==> src/rtl/ptprx_pkg.sv <==
// ----------------------------------------------------------------------------
// ptprx_pkg
// Shared types and constants of the PTP receive timestamp filter.
// ----------------------------------------------------------------------------
package ptprx_pkg;

    localparam int SLOTS  = 4;
    localparam int CFG_IW = 3;
    localparam int CFG_DW = 8;

    localparam logic [15:0] ETYPE_IPV4     = 16'h0800;
    localparam logic [15:0] ETYPE_PTP      = 16'h88F7;
    localparam logic [7:0]  PROTO_UDP      = 8'd17;
    localparam logic [15:0] PORT_EVENT     = 16'h013F;
    localparam logic [15:0] PORT_GENERAL   = 16'h0140;
    localparam logic [7:0]  V1_ANY         = 8'hFF;
    localparam logic [3:0]  V2_ANY         = 4'hF;
    localparam logic [3:0]  V2_EVENT_LIMIT = 4'd8;
    localparam logic [15:0] V1_VERSION     = 16'd1;
    localparam logic [3:0]  V2_VERSION     = 4'd2;

    typedef enum logic [CFG_IW-1:0] {
        CFG_TS_ENABLE = 3'd0,
        CFG_TS_TYPE   = 3'd1,
        CFG_UDP_PORT  = 3'd2,
        CFG_V1_TYPE_A = 3'd3,
        CFG_V1_TYPE_B = 3'd4,
        CFG_V2_TYPE_A = 3'd5,
        CFG_V2_TYPE_B = 3'd6
    } t_cfg_index;

    typedef enum logic [1:0] {
        TS_L2_V2    = 2'd0,
        TS_V1_UDP   = 2'd1,
        TS_V2       = 2'd2,
        TS_V2_EVENT = 2'd3
    } t_ts_type;

    typedef struct packed {
        logic       ts_enable;
        t_ts_type   ts_type;
        logic [1:0] udp_port_enable;
        logic [7:0] v1_type_a;
        logic [7:0] v1_type_b;
        logic [3:0] v2_type_a;
        logic [3:0] v2_type_b;
    } t_cfg;

    typedef struct packed {
        logic [15:0] ethertype;
        logic [7:0]  ip_proto;
        logic [15:0] udp_dst_port;
        logic [15:0] v1_version;
        logic [7:0]  v1_msg_type;
        logic [3:0]  v2_version;
        logic [3:0]  v2_msg_type;
    } t_hdr;

endpackage

==> src/rtl/ptprx_filter.sv <==
// ----------------------------------------------------------------------------
// ptprx_filter
// Header match: decides whether a frame qualifies for a receive timestamp.
// ----------------------------------------------------------------------------
module ptprx_filter import ptprx_pkg::*; (
    input  t_cfg i_cfg,
    input  t_hdr i_hdr,
    output logic o_match
);

    logic is_udp;
    logic is_l2;
    logic port_ok;
    logic transport_ok;
    logic v1_ok;
    logic v2_ok;

    always_comb begin
        is_udp  = (i_hdr.ethertype == ETYPE_IPV4) && (i_hdr.ip_proto == PROTO_UDP);
        is_l2   = (i_hdr.ethertype == ETYPE_PTP);
        port_ok = ((i_hdr.udp_dst_port == PORT_EVENT) && i_cfg.udp_port_enable[0])
               || ((i_hdr.udp_dst_port == PORT_GENERAL) && i_cfg.udp_port_enable[1]);

        transport_ok = i_cfg.ts_enable
                    && ((is_udp && (i_cfg.ts_type != TS_L2_V2) && port_ok)
                     || (!is_udp && is_l2 && (i_cfg.ts_type != TS_V1_UDP)));

        v1_ok = (i_cfg.ts_type == TS_V1_UDP)
             && ((i_cfg.v1_type_a == V1_ANY) || (i_cfg.v1_type_b == V1_ANY)
              || (i_hdr.v1_msg_type == i_cfg.v1_type_a)
              || (i_hdr.v1_msg_type == i_cfg.v1_type_b));

        v2_ok = 1'b0;
        if ((i_cfg.ts_type != TS_V1_UDP) && !((i_cfg.ts_type == TS_L2_V2) && is_udp)) begin
            if (i_cfg.ts_type == TS_V2_EVENT) begin
                v2_ok = (i_hdr.v2_msg_type < V2_EVENT_LIMIT);
            end else begin
                v2_ok = (i_cfg.v2_type_a == V2_ANY)
                     || (i_hdr.v2_msg_type == i_cfg.v2_type_a)
                     || (i_hdr.v2_msg_type == i_cfg.v2_type_b);
            end
        end

        // v1 version takes precedence over the v2 nibble
        if (!transport_ok) begin
            o_match = 1'b0;
        end else if (i_hdr.v1_version == V1_VERSION) begin
            o_match = v1_ok;
        end else if (i_hdr.v2_version == V2_VERSION) begin
            o_match = v2_ok;
        end else begin
            o_match = 1'b0;
        end
    end

endmodule

==> src/rtl/ptp_rx_timestamp_filter_core.sv <==
// ----------------------------------------------------------------------------
// ptp_rx_timestamp_filter_core
// Receive timestamp filter with four lockable capture slots.
//
//   channel   direction  handshake              payload
//   in        sink       i_in_valid/o_in_ready  func, accepted, headers, clock, slot
//   out       source     o_out_valid/i_out_ready sampled, slot_valid, slot_id, stamp, mask
//   cfg       sink       i_cfg_we               i_cfg_index, i_cfg_wdata
//
// One item per cycle while the result output is not stalled.
// Items are captured in an input register and resolved against the slot
// state into the result register.
// A stalled result holds the input register; input ready drops only then.
// Synchronous reset clears config, slot locks and slot stamps.
// ----------------------------------------------------------------------------
module ptp_rx_timestamp_filter_core import ptprx_pkg::*; (
    input  logic              i_clk,
    input  logic              i_rst_n,

    input  logic              i_cfg_we,
    input  logic [CFG_IW-1:0] i_cfg_index,
    input  logic [CFG_DW-1:0] i_cfg_wdata,

    input  logic              i_in_valid,
    output logic              o_in_ready,
    input  logic              i_func,
    input  logic              i_accepted,
    input  logic [15:0]       i_ethertype,
    input  logic [7:0]        i_ip_proto,
    input  logic [15:0]       i_udp_dst_port,
    input  logic [15:0]       i_v1_version,
    input  logic [7:0]        i_v1_msg_type,
    input  logic [3:0]        i_v2_version,
    input  logic [3:0]        i_v2_msg_type,
    input  logic [63:0]       i_clock_now,
    input  logic [1:0]        i_slot_select,

    output logic              o_out_valid,
    input  logic              i_out_ready,
    output logic              o_sampled,
    output logic              o_slot_valid,
    output logic [1:0]        o_slot_id,
    output logic [63:0]       o_stamp,
    output logic [3:0]        o_locked_mask
);

    t_cfg             r_cfg;
    logic             r_in_valid;
    logic             r_func;
    logic             r_accepted;
    t_hdr             r_hdr;
    logic [63:0]      r_clock;
    logic [1:0]       r_sel;
    logic [SLOTS-1:0] r_locked;
    logic [63:0]      r_stamp [SLOTS];
    logic             r_out_valid;
    logic             r_sampled;
    logic             r_slot_valid;
    logic [1:0]       r_slot_id;
    logic [63:0]      r_out_stamp;
    logic [3:0]       r_mask;

    logic [SLOTS-1:0] n_locked;
    logic [63:0]      n_stamp [SLOTS];
    logic             n_sampled;
    logic             n_slot_valid;
    logic [1:0]       n_slot_id;
    logic [63:0]      n_out_stamp;
    logic             w_match;
    logic             w_advance;
    logic             w_process;
    logic             w_found;

    assign w_advance  = !r_out_valid || i_out_ready;
    assign w_process  = r_in_valid && w_advance;
    assign o_in_ready = !r_in_valid || w_advance;

    always_ff @(posedge i_clk) begin
        if (!i_rst_n) begin
            r_cfg <= '0;
        end else if (i_cfg_we) begin
            case (i_cfg_index)
                CFG_TS_ENABLE: r_cfg.ts_enable       <= i_cfg_wdata[0];
                CFG_TS_TYPE:   r_cfg.ts_type         <= t_ts_type'(i_cfg_wdata[1:0]);
                CFG_UDP_PORT:  r_cfg.udp_port_enable <= i_cfg_wdata[1:0];
                CFG_V1_TYPE_A: r_cfg.v1_type_a       <= i_cfg_wdata;
                CFG_V1_TYPE_B: r_cfg.v1_type_b       <= i_cfg_wdata;
                CFG_V2_TYPE_A: r_cfg.v2_type_a       <= i_cfg_wdata[3:0];
                CFG_V2_TYPE_B: r_cfg.v2_type_b       <= i_cfg_wdata[3:0];
                default: begin
                end
            endcase
        end
    end

    // input register
    always_ff @(posedge i_clk) begin
        if (!i_rst_n) begin
            r_in_valid <= 1'b0;
        end else if (o_in_ready) begin
            r_in_valid <= i_in_valid;
        end
    end

    always_ff @(posedge i_clk) begin
        if (i_in_valid && o_in_ready) begin
            r_func                 <= i_func;
            r_accepted             <= i_accepted;
            r_hdr.ethertype        <= i_ethertype;
            r_hdr.ip_proto         <= i_ip_proto;
            r_hdr.udp_dst_port     <= i_udp_dst_port;
            r_hdr.v1_version       <= i_v1_version;
            r_hdr.v1_msg_type      <= i_v1_msg_type;
            r_hdr.v2_version       <= i_v2_version;
            r_hdr.v2_msg_type      <= i_v2_msg_type;
            r_clock                <= i_clock_now;
            r_sel                  <= i_slot_select;
        end
    end

    ptprx_filter u_filter (
        .i_cfg   (r_cfg),
        .i_hdr   (r_hdr),
        .o_match (w_match)
    );

    always_comb begin
        n_locked     = r_locked;
        n_stamp      = r_stamp;
        n_sampled    = 1'b0;
        n_slot_valid = 1'b0;
        n_slot_id    = '0;
        n_out_stamp  = '0;
        w_found      = 1'b0;
        if (!r_func) begin
            if (r_accepted && w_match) begin
                n_sampled = 1'b1;
                // lowest free slot wins
                for (int i = 0; i < SLOTS; i++) begin
                    if (!w_found && !r_locked[i]) begin
                        w_found      = 1'b1;
                        n_locked[i]  = 1'b1;
                        n_stamp[i]   = r_clock;
                        n_slot_valid = 1'b1;
                        n_slot_id    = 2'(i);
                    end
                end
            end
        end else begin
            n_slot_id = r_sel;
            for (int i = 0; i < SLOTS; i++) begin
                if (32'(r_sel) == i) begin
                    n_slot_valid = r_locked[i];
                    n_out_stamp  = r_stamp[i];
                    n_locked[i]  = 1'b0;
                end
            end
        end
    end

    // slot state
    always_ff @(posedge i_clk) begin
        if (!i_rst_n) begin
            r_locked <= '0;
            for (int i = 0; i < SLOTS; i++) begin
                r_stamp[i] <= '0;
            end
        end else if (w_process) begin
            r_locked <= n_locked;
            r_stamp  <= n_stamp;
        end
    end

    // result register
    always_ff @(posedge i_clk) begin
        if (!i_rst_n) begin
            r_out_valid <= 1'b0;
        end else if (w_advance) begin
            r_out_valid <= r_in_valid;
        end
    end

    always_ff @(posedge i_clk) begin
        if (w_process) begin
            r_sampled    <= n_sampled;
            r_slot_valid <= n_slot_valid;
            r_slot_id    <= n_slot_id;
            r_out_stamp  <= n_out_stamp;
            r_mask       <= 4'(n_locked);
        end
    end

    assign o_out_valid   = r_out_valid;
    assign o_sampled     = r_sampled;
    assign o_slot_valid  = r_slot_valid;
    assign o_slot_id     = r_slot_id;
    assign o_stamp       = r_out_stamp;
    assign o_locked_mask = r_mask;

    a_mask_tracks_state: assert property (@(posedge i_clk) disable iff (!i_rst_n)
        o_out_valid |-> (o_locked_mask == 4'(r_locked)))
        else $error("result mask differs from slot lock state");

    a_frame_no_stamp: assert property (@(posedge i_clk) disable iff (!i_rst_n)
        (o_out_valid && o_sampled) |-> (o_stamp == 64'd0))
        else $error("frame result carries a stamp");

    a_lock_shown: assert property (@(posedge i_clk) disable iff (!i_rst_n)
        (o_out_valid && o_sampled && o_slot_valid) |-> o_locked_mask[o_slot_id])
        else $error("locked slot not shown in mask");

    a_stall_holds_input: assert property (@(posedge i_clk) disable iff (!i_rst_n)
        (r_in_valid && !w_advance) |=> (r_in_valid && $stable(r_clock) && $stable(r_sel)))
        else $error("pending item lost during result stall");

endmodule
==> config.mk <==
export PLATFORM = sky130hd
export DESIGN_NAME = ptp_rx_timestamp_filter_core
export DESIGN_NICKNAME = d
export VERILOG_FILES = /design/src/rtl/ptprx_pkg.sv /design/src/rtl/ptprx_filter.sv /design/src/rtl/ptp_rx_timestamp_filter_core.sv
export SDC_FILE = /design/constraint.sdc
export NUM_CORES = 1
export LEC_CHECK = 0
export BUFFER_PORTS_ARGS = -buffer_cell sky130_fd_sc_hd__buf_4
export CAP_MARGIN = 20
export CORE_UTILIZATION = 59
export DETAILED_ROUTE_END_ITERATION = 6
export PLACE_DENSITY = 0.8
export SETUP_SLACK_MARGIN = 0.15
export SYNTH_ARGS = -nofsm -noshare
export SYNTH_HDL_FRONTEND = slang
export SYNTH_SLANG_ARGS = --single-unit
==> constraint.sdc <==
create_clock -name i_clk -period 8.38 [get_ports i_clk]
set_input_delay 1.676 -clock i_clk [delete_from_list [all_inputs] [get_ports i_clk]]
set_output_delay 1.676 -clock i_clk [all_outputs]
set_load 0.005 [all_outputs]
## Word level (Yosys, flattened, before mapping)

Index checks and enable logic that the tools add are counted.

- Output and inout port bits: 74
- Word-level logic and storage cells: 152
- Bits in registers: 503

- Equality and inequality tests: 26
- Reduce and logical (&&, ||, !) cells: 51
- Bitwise logic cells: 2
- Multiplexer cells: 42
- $lt $le $gt $ge: 1

Operators by type and width:

| cell | count |
|---|---|
| 64-bit two-way mux | 4 |
| 16-bit by 9-bit == test with 1-bit output, second input constant | 2 |
| 1-bit two-way mux | 32 |
| 1-bit logical AND | 17 |
| 16-bit by 1-bit == test with 1-bit output, second input constant | 1 |
| 16-bit by 12-bit == test with 1-bit output, second input constant | 1 |
| 16-bit == test, second input constant | 1 |
| 8-bit == test | 2 |
| 8-bit == test, second input constant | 2 |
| 4-bit AND reduction | 4 |
| 2-bit AND reduction | 7 |
| 1-bit logical NOT | 10 |
| 3-bit == test, second input constant | 3 |
| 1-bit logical OR | 9 |
| 4-bit == test | 2 |
| 8-bit by 5-bit == test with 1-bit output, second input constant | 1 |
| 2-bit two-way mux | 4 |
| 4-bit two-way mux | 2 |
| 2-bit == test, second input constant | 3 |
| 3-bit by 2-bit == test with 1-bit output, second input constant | 2 |
| 2-bit by 1-bit == test with 1-bit output, second input constant | 2 |
| 4-bit by 2-bit == test with 1-bit output, second input constant | 1 |
| 4-bit == test, second input constant | 1 |
| 2-bit logical NOT | 2 |
| 6 further kinds | 7 |

## Longest topological paths before layout

- Depth in word-level cells: 27
- Gate-level depth with buffers: 8
- Gate-level depth less buffers: 6

## Cells and area by module

From an unflattened synthesis, not the netlist that was laid out.

- Cell total of the unflattened synthesis: 1510
- Area total of the unflattened synthesis: 19882.8 µm²

By module, submodules not included:

| module | instances | area each (µm²) | cells an instance |
|---|---|---|---|
| ptp_rx_timestamp_filter_core | 1 | 19332.3 | 1432 |
| ptprx_filter | 1 | 550.5 | 78 |

## Least setup slack after synthesis

No wires, ideal clock.

- Kind: input -> register
- From: input port i_out_ready
- To: register r_accepted (enable)
- Data arrival time: 5.044 ns
- Required time: 7.864 ns
- Stages on the path: 3
- Slack: 2.820 ns
- Path through: nor2b_1 -> nand2_1 -> and2_1

- Cells in the longest elaborated chain, start to end: 3

Ends and longest elaborated chain:

| what | RTL line | text |
|---|---|---|
| from (decl) | ptp_rx_timestamp_filter_core.sv:39 | `input logic i_out_ready,` |
| 1-bit logical OR | ptp_rx_timestamp_filter_core.sv:74 | `assign w_advance = !r_out_valid \|\| i_out_ready;` |
| 1-bit logical OR | ptp_rx_timestamp_filter_core.sv:76 | `assign o_in_ready = !r_in_valid \|\| w_advance;` |
| net o_in_ready | ptp_rx_timestamp_filter_core.sv:25 | `output logic o_in_ready,` |
| 1-bit logical AND | ptp_rx_timestamp_filter_core.sv:106 | `if (i_in_valid && o_in_ready) begin` |
| to (signal assigned) | ptp_rx_timestamp_filter_core.sv:108 | `r_accepted <= i_accepted;` |
| to (decl) | ptp_rx_timestamp_filter_core.sv:50 | `logic r_accepted;` |

The timed path passes the listed nets, and every way through them passes these cells.
A chain may end at the register's enable or synchronous reset.

## Worst setup path in the final report

- From: register r_hdr[55] (netlist name)
- To: register r_stamp[193] (netlist name)

- Cells in the longest elaborated chain, start to end: 11
- Elaborated cells between the ends (all ways): 18
- Those cells by class: 1 x eq/ne; 4 x mux; 13 x reduce/logical

Ends and longest elaborated chain:

| what | RTL line | text |
|---|---|---|
| from (decl) | ptp_rx_timestamp_filter_core.sv:51 | `t_hdr r_hdr;` |
| 8-bit by 5-bit == test with 1-bit output * | ptprx_filter.sv:19 | `is_udp = (i_hdr.ethertype == ETYPE_IPV4) && (i_hdr.ip_proto == PROTO_UDP);` |
| 1-bit logical AND * | ptprx_filter.sv:19 |  |
| 1-bit logical AND | ptprx_filter.sv:34 | `if ((i_cfg.ts_type != TS_V1_UDP) && !((i_cfg.ts_type == TS_L2_V2) && is_udp)) begin` |
| 1-bit logical NOT | ptprx_filter.sv:34 |  |
| 1-bit logical AND | ptprx_filter.sv:34 |  |
| 1-bit two-way mux | ptprx_filter.sv:34 |  |
| 1-bit two-way mux | ptprx_filter.sv:49 | `end else if (i_hdr.v2_version == V2_VERSION) begin` |
| 1-bit two-way mux | ptprx_filter.sv:47 | `end else if (i_hdr.v1_version == V1_VERSION) begin` |
| 1-bit two-way mux * | ptprx_filter.sv:45 | `if (!transport_ok) begin` |
| 1-bit logical AND * | ptp_rx_timestamp_filter_core.sv:136 | `if (r_accepted && w_match) begin` |
| 4-bit AND reduction (no source line) * | -- |  |
| to (signal assigned) | ptp_rx_timestamp_filter_core.sv:170 | `r_stamp <= n_stamp;` |
| to (decl) | ptp_rx_timestamp_filter_core.sv:55 | `logic [63:0] r_stamp [SLOTS];` |

Mark *: on every way between the ends. The rest lies on a longest branch, timed or not.

==> summary.txt <==
Pwr
  – Sequential Power Share: 52.8%
  – Leak: 9.79 nW
  – Psw: 1.05 mW
  – Comb power frac: 4.5%
  – Power per cell area: 214 mW/mm²
  – Final Power: 5.00 mW
  – Worst vdd rail ir drop: 0.179 mV
  – Sw Ratio: 21.0%
  – Clock share of power: 42.7%
  – P_int: 3.95 mW

Die
  – Std cell rows: 67
  – Initial core utilization: 59.8%
  – Die height: 186 µm
  – Core area: 0.0334 mm²
  – Die width: 186 µm
  – # IOs: 230
  – Die area: 0.0347 mm²

Critical path
  – Critical Path RT: 8.86 ns
  – Critical Path AT: 4.76 ns
  – Worst Path Class, Setup: reg -> reg
  – Register-to-Register Path Depth: 7
  – Critical Path End Type: flip-flop
  – Critical Path Start Type: flip-flop
  – Worst Path Max Fanout: 34

Route
  – WL/cell: 18.0 µm
  – DRT iter0 DRCs: 716
  – 1st-pass router iterations: 5
  – Post-Route WL: 40,000 µm
  – DR vias: 12.3k
  – Final ANT Viol Nets: 0
  – DR DRC count: 0
  – Post-detailed-route via-to-cell ratio: 5.52

Clock tree
  – Clock Path Buffers: 3
  – CTS tree: yes
  – Post-CTS Resized: 0
  – # hold bufs at CTS: 0
  – Inserted Clock Buffers: 50
  – Postcts setup bufs: 0
  – Clock Latency Late Sink: 0.56 ns
  – Root Buffer: clkbuf_16
  – Worst-path clk slew: 0.06 ns
  – # clock sinks: 503
  – Htree depth: 2

Final layout
  – Synth-to-Final Area Change: 16.8%
  – Final Util: 69.9%
  – # diodes: 0
  – Share of layout cells above drive strength 1: 22.4%
  – Most common cell after layout, fill and taps aside: nand2_1
  – Final std cells w/o fill: 2,221
  – Nets: 1,887
  – Design Area, Final: 0.0234 mm²
  – Commonest cells after routing, fill and taps aside: nand2_1, dfxtp_1, mux2i_1, buf_4, edfxtp_1

Timing
  – Setup violators final: 0
  – RSZ-0062 raised after global routing: no
  – Tmin final: 4.28 ns
  – Tcrit/Tclk final: 51.1%
  – Final hold slack: 0.456 ns
  – Max Clk Rate: 234 MHz
  – Final Hold Vio Count: 0
  – Worst Clk Skew: 0.0125 ns
  – Measured slew at the worst slew-check pin: 1.12 ns
  – PnR worst setup slack: 4.10 ns
  – Setup Total Neg Slack: 0 ns
  – Worst slew margin: 25.1%
  – Pins Over Slew Limit: 0

GRT
  – Vias in the first global route: 12.5k
  – GR Util All Layers: 23.1%
  – Initial antenna violation count: 0
  – Remaining Overflow, GRT: 0
  – First-pass GRT wire length: 62,500 µm
  – Largest net degree at the start of global routing: 238

Logic synthesis
  – Mapped Cells: 1,535
  – Asr flop ratio synth: 0%
  – Mean post-synth cell area: 13.0 µm²
  – Register area share after synthesis: 60.9%
  – Synth warn: 0
  – Distinct cells, synth: 51
  – Synthesis-stage register bit count: 503
  – Synthesized netlist net count: 1,691
  – Mapped Area: 0.0200 mm²
  – Post-synth EDFFs: 212
  – Top FF cell, synth: dfxtp_1

Min path
  – Hold path cells: 2
  – HP Class: reg -> reg

Placement
  – Placed Cells: 2,125
  – Dpl ws: 4.20 ns
  – DP HPWL: 24,000 µm
  – Post-place instance area: 0.0217 mm²
  – Port Buf Inserts: 229
  – Gpl congestion: 0.819

Outcome
  – Outcome: complete, no violations

Job
  – # Max-Cap Violations: 0
==> registers in the layout (all words and copies together), names as in the netlist, 2 cells and up <==
| register | flops |
|---|---|
| r_stamp | 256 |
| r_hdr | 72 |
| o_stamp | 64 |
| r_clock | 64 |
| r_cfg | 29 |
| o_locked_mask | 4 |
| r_locked | 4 |
| o_slot_id | 2 |
| r_sel | 2 |
==> per-layer routing <==
metal / part of all wire (%) / track usage [%] / vias to the layer above
met5: 0 / 0 / -
met4: 3.0 / 9.15 / 0
li1: - / - / 5837
met2: 50 / 40.1 / 312
met1: 41 / 28.2 / 6032
met3: 5.4 / 4.73 / 80
==> cell type report <==
| cell class | instances | area [µm²] |
|---|---|---|
| clock buffers | 77 | 1500 |
| multi-input cells | 929 | 7120 |
| fillers | 2299 | 10100 |
| well taps | 448 | 561 |
| clock inverters | 17 | 104 |
| flip-flops and latches | 503 | 12200 |
| repair buffers | 243 | 1880 |
| inverters | 4 | 16.3 |
==> cells by family (layout without fill, tap and decap cells) <==
group,after synthesis,after routing,share of synthesized area [%]
simple gates,526,526,11.9
flops,503,503,60.9
xor+xnor,24,24,1.05
mux,335,335,20.8
compound gates,44,44,1.59
buf+inv,103,341,3.71
==> worst paths after layout <==
check	from	to	slack, ns
setup reg to reg	r_hdr[55]	r_stamp[193]	4.10
setup / recovery	r_hdr[55]	r_stamp[193]	4.10
hold reg to reg	r_stamp[211]	r_stamp[211]	0.46
hold / removal	r_stamp[211]	r_stamp[211]	0.46
==> synth_stat cells, types with 8 or more instances <==
cell type	instances	area, µm²
a21boi_0	17	128
and2_1	65	407
buf_6	20	225
clkbuf_1	48	180
dfxtp_1	291	5830
dlygate4sd3_1	12	120
edfxtp_1	212	6370
mux2i_1	270	2700
mux4_2	65	1460
nand2_1	366	1370
nand3_1	12	60.1
nand4_1	10	62.6
nor2_1	8	30.0
nor2b_1	16	100
nor4_1	13	81.3
o21ai_0	10	50.1
xor2_1	20	175
==> critical path, cell delays in order, from the launching register on <==
cell and delay, ns:
edfxtp_1 0.39, nor4b_1 0.47, o211ai_1 0.20, o41a_1 0.51
a311oi_2 0.82, and3_4 0.78, buf_4 0.69, mux2i_1 0.28
==> power groups by stage <==
| stage | registers, mW | clock network (mW) | logic (mW) |
|---|---|---|---|
| 3_5_place_dp | 2.69 | 0 | 0.222 |
| 2_1_floorplan | 2.69 | 0 | 0.110 |
| 5_1_grt | 2.64 | 2.27 | 0.244 |
| 6_report | 2.64 | 2.13 | 0.224 |
| 4_1_cts | 2.64 | 2.17 | 0.224 |
| 3_3_place_gp | 2.69 | 0 | 0.217 |
(Power assumes the default switching activity.)
